[config.mk]
export PLATFORM = sky130hd
export DESIGN_NAME = lobm_ram
export DESIGN_NICKNAME = d
export VERILOG_FILES = /design/src/hw/rtl/limit_order_book_matcher_core_defines.svh /design/src/hw/rtl/lobm_ram.sv
export SDC_FILE = /design/constraint.sdc
export NUM_CORES = 1
export LEC_CHECK = 0
export ABC_AREA = 1
export BUFFER_PORTS_ARGS = -buffer_cell sky130_fd_sc_hd__buf_4
export CAP_MARGIN = 20
export CORE_ASPECT_RATIO = 0.6
export CORE_MARGIN = 2
export CORE_UTILIZATION = 37
export DETAILED_ROUTE_END_ITERATION = 10
export PLACE_DENSITY = 0.54
export SYNTH_ARGS = -nofsm -noshare
export SYNTH_HDL_FRONTEND = slang
export SYNTH_SLANG_ARGS = --single-unit
[constraint.sdc]
create_clock -name clock -period 2.75 [get_ports clock]
set_input_delay 0.275 -clock clock [delete_from_list [all_inputs] [get_ports clock]]
set_output_delay 0.275 -clock clock [all_outputs]
set_load 0.1 [all_outputs]
[src/hw/rtl/limit_order_book_matcher_core_defines.svh]
// Assertion macros for the order book matcher.
// Used by the top level only; needs a signal named clock and one named reset.
`ifndef LIMIT_ORDER_BOOK_MATCHER_CORE_DEFINES_SVH
`define LIMIT_ORDER_BOOK_MATCHER_CORE_DEFINES_SVH

// same-cycle implication
`define LOBM_ASSERT_NOW(label, ante, cons, msg) \
   label: assert property (@(posedge clock) disable iff (reset) (ante) |-> (cons)) \
      else $error(msg);

// next-cycle implication
`define LOBM_ASSERT_NEXT(label, ante, cons, msg) \
   label: assert property (@(posedge clock) disable iff (reset) (ante) |=> (cons)) \
      else $error(msg);

`endif

[src/hw/rtl/lobm_ram.sv]
// Generic single-write, single-read RAM with registered read data.
// No dependencies.
`default_nettype none
module lobm_ram #(
   parameter int WIDTH = 8,
   parameter int DEPTH = 16
) (
   input  wire logic                     clock,
   input  wire logic                     wr_en,
   input  wire logic [$clog2(DEPTH)-1:0] wr_addr,
   input  wire logic [WIDTH-1:0]         wr_data,
   input  wire logic                     rd_en,
   input  wire logic [$clog2(DEPTH)-1:0] rd_addr,
   output logic      [WIDTH-1:0]         rd_data
);
   logic [WIDTH-1:0] mem [DEPTH];

   always_ff @(posedge clock) begin
      if (wr_en) begin
         mem[wr_addr] <= wr_data;
      end
      if (rd_en) begin
         rd_data <= mem[rd_addr];
      end
   end
endmodule
`default_nettype wire

==> flow_metrics.py <==
metrics = {
    "setup_path": {
        "worstSetupPathDepth": 1,
        "max_stage_delay_ns": 0.45,
        "crit_buf_inv": 1,
        "critPathSlowestCell": "edfxtp_1",
        "worst_ep_arrival_time_ns": 1.19,
        "r2r-end": "rd_data[7]",
        "r2r_start": "mem[3][7]",
        "cp_max_fo": 1,
        "crit_family": "flip-flops",
        "worstPathCellList": "buf_4",
        "r2r_cells": 6,
        "worstSetupStartpointType": "register",
        "cp.required_ns": 2.48,
        "reg2reg_slack_ns": 1.55,
        "critPathKind": "reg -> out",
        "setup.worst_path.end_class": "output port",
    },
    "synth": {
        "avgSynthCellArea_um2": 10.6,
        "synth_edf_count": 136,
        "synth_seq_cells": 136,
        "yosysMostFrequentCell": "nand2_1",
        "yosysWarnings": 0,
        "syn_area_um2": 5850,
        "synthesis.nets": 570,
        "synth_cell_types": 11,
        "synth_ff_type": "edfxtp_1",
        "synth_common_cells": "nand2_1 (173), edfxtp_1 (136), inv_1 (100)",
        "yosysSeqAreaShare_pct": 69.8,
        "ys_top_cells_by_area": "edfxtp_1 (70%), nand2_1 (11%), nand3_1 (8.3%), inv_1 (6.4%), buf_6 (1.2%)",
        "yosys.area.top_type_share_pct": 69.8,
        "netlist_instances": 551,
        "yosysTopAreaCell": "edfxtp_1",
        "async_reset_ff_share_pct": 0,
    },
    "grt": {
        "antenna_found_initial": 0,
        "grt_pass1_wl_um": 21200,
        "grt_max_degree": 65,
        "grt_pass1_vias": 3540,
        "grt_usage_pct": 17.3,
        "overflow": 0,
    },
    "job": {
        "drv_cap": 0,
    },
    "floorplan": {
        "core-area_um2": 15400,
        "initial_core_util_pct": 37.9,
        "die_y_um": 101,
        "die_area_um2": 16900,
        "row_count": 35,
        "io-pin-count": 27,
        "die_x_um": 166,
    },
    "sta": {
        "setup-violations-final": 0,
        "rsz0062_at_grt": "false",
        "fin_crit_sh_pct": 53.3,
        "tightestPinTransition_ns": 1.01,
        "skew_ns": 0.00654,
        "post-route-min-period_ns": 1.47,
        "hold_viol_final": 0,
        "slew_violations": 0,
        "fmax_mhz": 682,
        "max_slew_margin_pct": 32.5,
        "hold_slack_ns": 0.177,
        "fin_tns_setup_ns": 0,
    },
    "layout": {
        "area_growth_pct": 15.9,
        "layout-drive-gt1-share_pct": 11.6,
        "fillers": 1486,
        "final_nets": 604,
        "fin_cells": 800,
        "fin_area_um2": 6780,
        "num_antenna_cells": 0,
    },
    "pwr": {
        "ir_drop_v": 0.000329,
        "p_leak_nw": 2.88,
        "power_per_cell_area_nw_per_um2": 707,
    },
    "clock_network": {
        "holdBufCountCts": 0,
        "cts_buffers": 17,
        "clk_latency_ns": 0.41,
        "post_cts_buffers": 0,
        "cts_sinks": 136,
        "htree_levels": 4,
        "cts_tree": "done",
        "clkSlewWorstSetupHoldPaths_ns": 0.06,
        "cts_buffer_depth": 2,
        "clock-root-buffer": "clkbuf_16",
        "post_cts_resized": 0,
    },
    "routing": {
        "drtAntennaViolNets": 0,
        "finalWirelength_um": 14000,
        "via_count": 3844,
        "avgRoutedWirePerCell_um": 17.5,
        "via_per_inst": 4.81,
        "drt_iter0_markers": 417,
        "drc": 0,
        "drt_first_pass_iters": 5,
    },
    "place": {
        "dp_hpwl_um": 8830,
        "dpl.cell_count": 769,
        "gp_congestion": 0.861,
        "dpl-instance-area_um2": 6240,
        "numPortBuffers": 26,
    },
    "hold_path": {
        "min_path_type": "in -> reg",
        "min_path_cells": 1,
        "hold_start": "rd_en",
        "worstHoldEndpoint": "rd_data[2]",
    },
    "status": {
        "outcome": "finished, final reports clean",
    },
}
## cells by family after synthesis
group | synth area share [%]
and+or+nand+nor | 20.8
DFF | 69.8
buffers and inverters | 9.39
## per-layer routing
metal,wire [µm],GRT usage (%),vias to the layer above
met5,0,0,-
li1,-,-,1851
met4,146,5.90,0
met2,5650,24.1,158
met3,1270,4.18,17
met1,6930,26.4,1818
## metrics by stage
step | power [mW] | util (%) | setup slack (ns)
2_1_floorplan | 2.63 | - | 1.52
5_1_grt | 4.93 | 44.0 | 1.25
3_5_place_dp | 2.75 | 40.5 | 0.946
6_report | 4.79 | 44.0 | 1.28
3_3_place_gp | 2.75 | 40.5 | 0.940
4_1_cts | 4.82 | 44.0 | 1.30
## cell usage in the layout, fill, tap and decap left out, drive strengths merged
cell / instances
buf: 39
bufinv: 1
clkbuf: 18
clkinv: 8
clkinvlp: 4
edfxtp: 136
inv: 102
nand2: 173
nand3: 97
nand3b: 2
nor2: 17
## sequential cells by signal, summed over array words and instances (netlist names)
| signal | cells |
|---|---|
| mem | 128 |
| rd_data | 8 |
## power by group
group	total, mW	internal, mW	switching [mW]
Combinational	0.356	0.0896	0.267
Clock	2.08	1.23	0.851
Sequential	2.35	2.34	0.0188
## cell type report
type	count	area [µm²]	share of cell area [%]
Multi-Input combinational cell	289	1210	17.9
Tap cell	203	254	3.75
Clock buffer	18	429	6.33
Timing Repair Buffer	39	305	4.50
Sequential cell	136	4080	60.3
Clock inverter	13	109	1.61
Inverter	102	383	5.65
## worst max path at each step
| stage | from | end | slack, ns |
|---|---|---|---|
| after global routing | rd_data[3] | rd_data[3] | 1.25 |
| after global placement | rd_addr[0] | rd_data[7] | 0.94 |
| final | rd_data[3] | rd_data[3] | 1.28 |
| after CTS | rd_data[3] | rd_data[3] | 1.30 |
| after detailed placement | rd_addr[1] | rd_data[7] | 0.95 |
| after floorplan | wr_addr[2] | mem[10][0] | 1.52 |
Note: power is estimated with default switching activity, not from simulation.
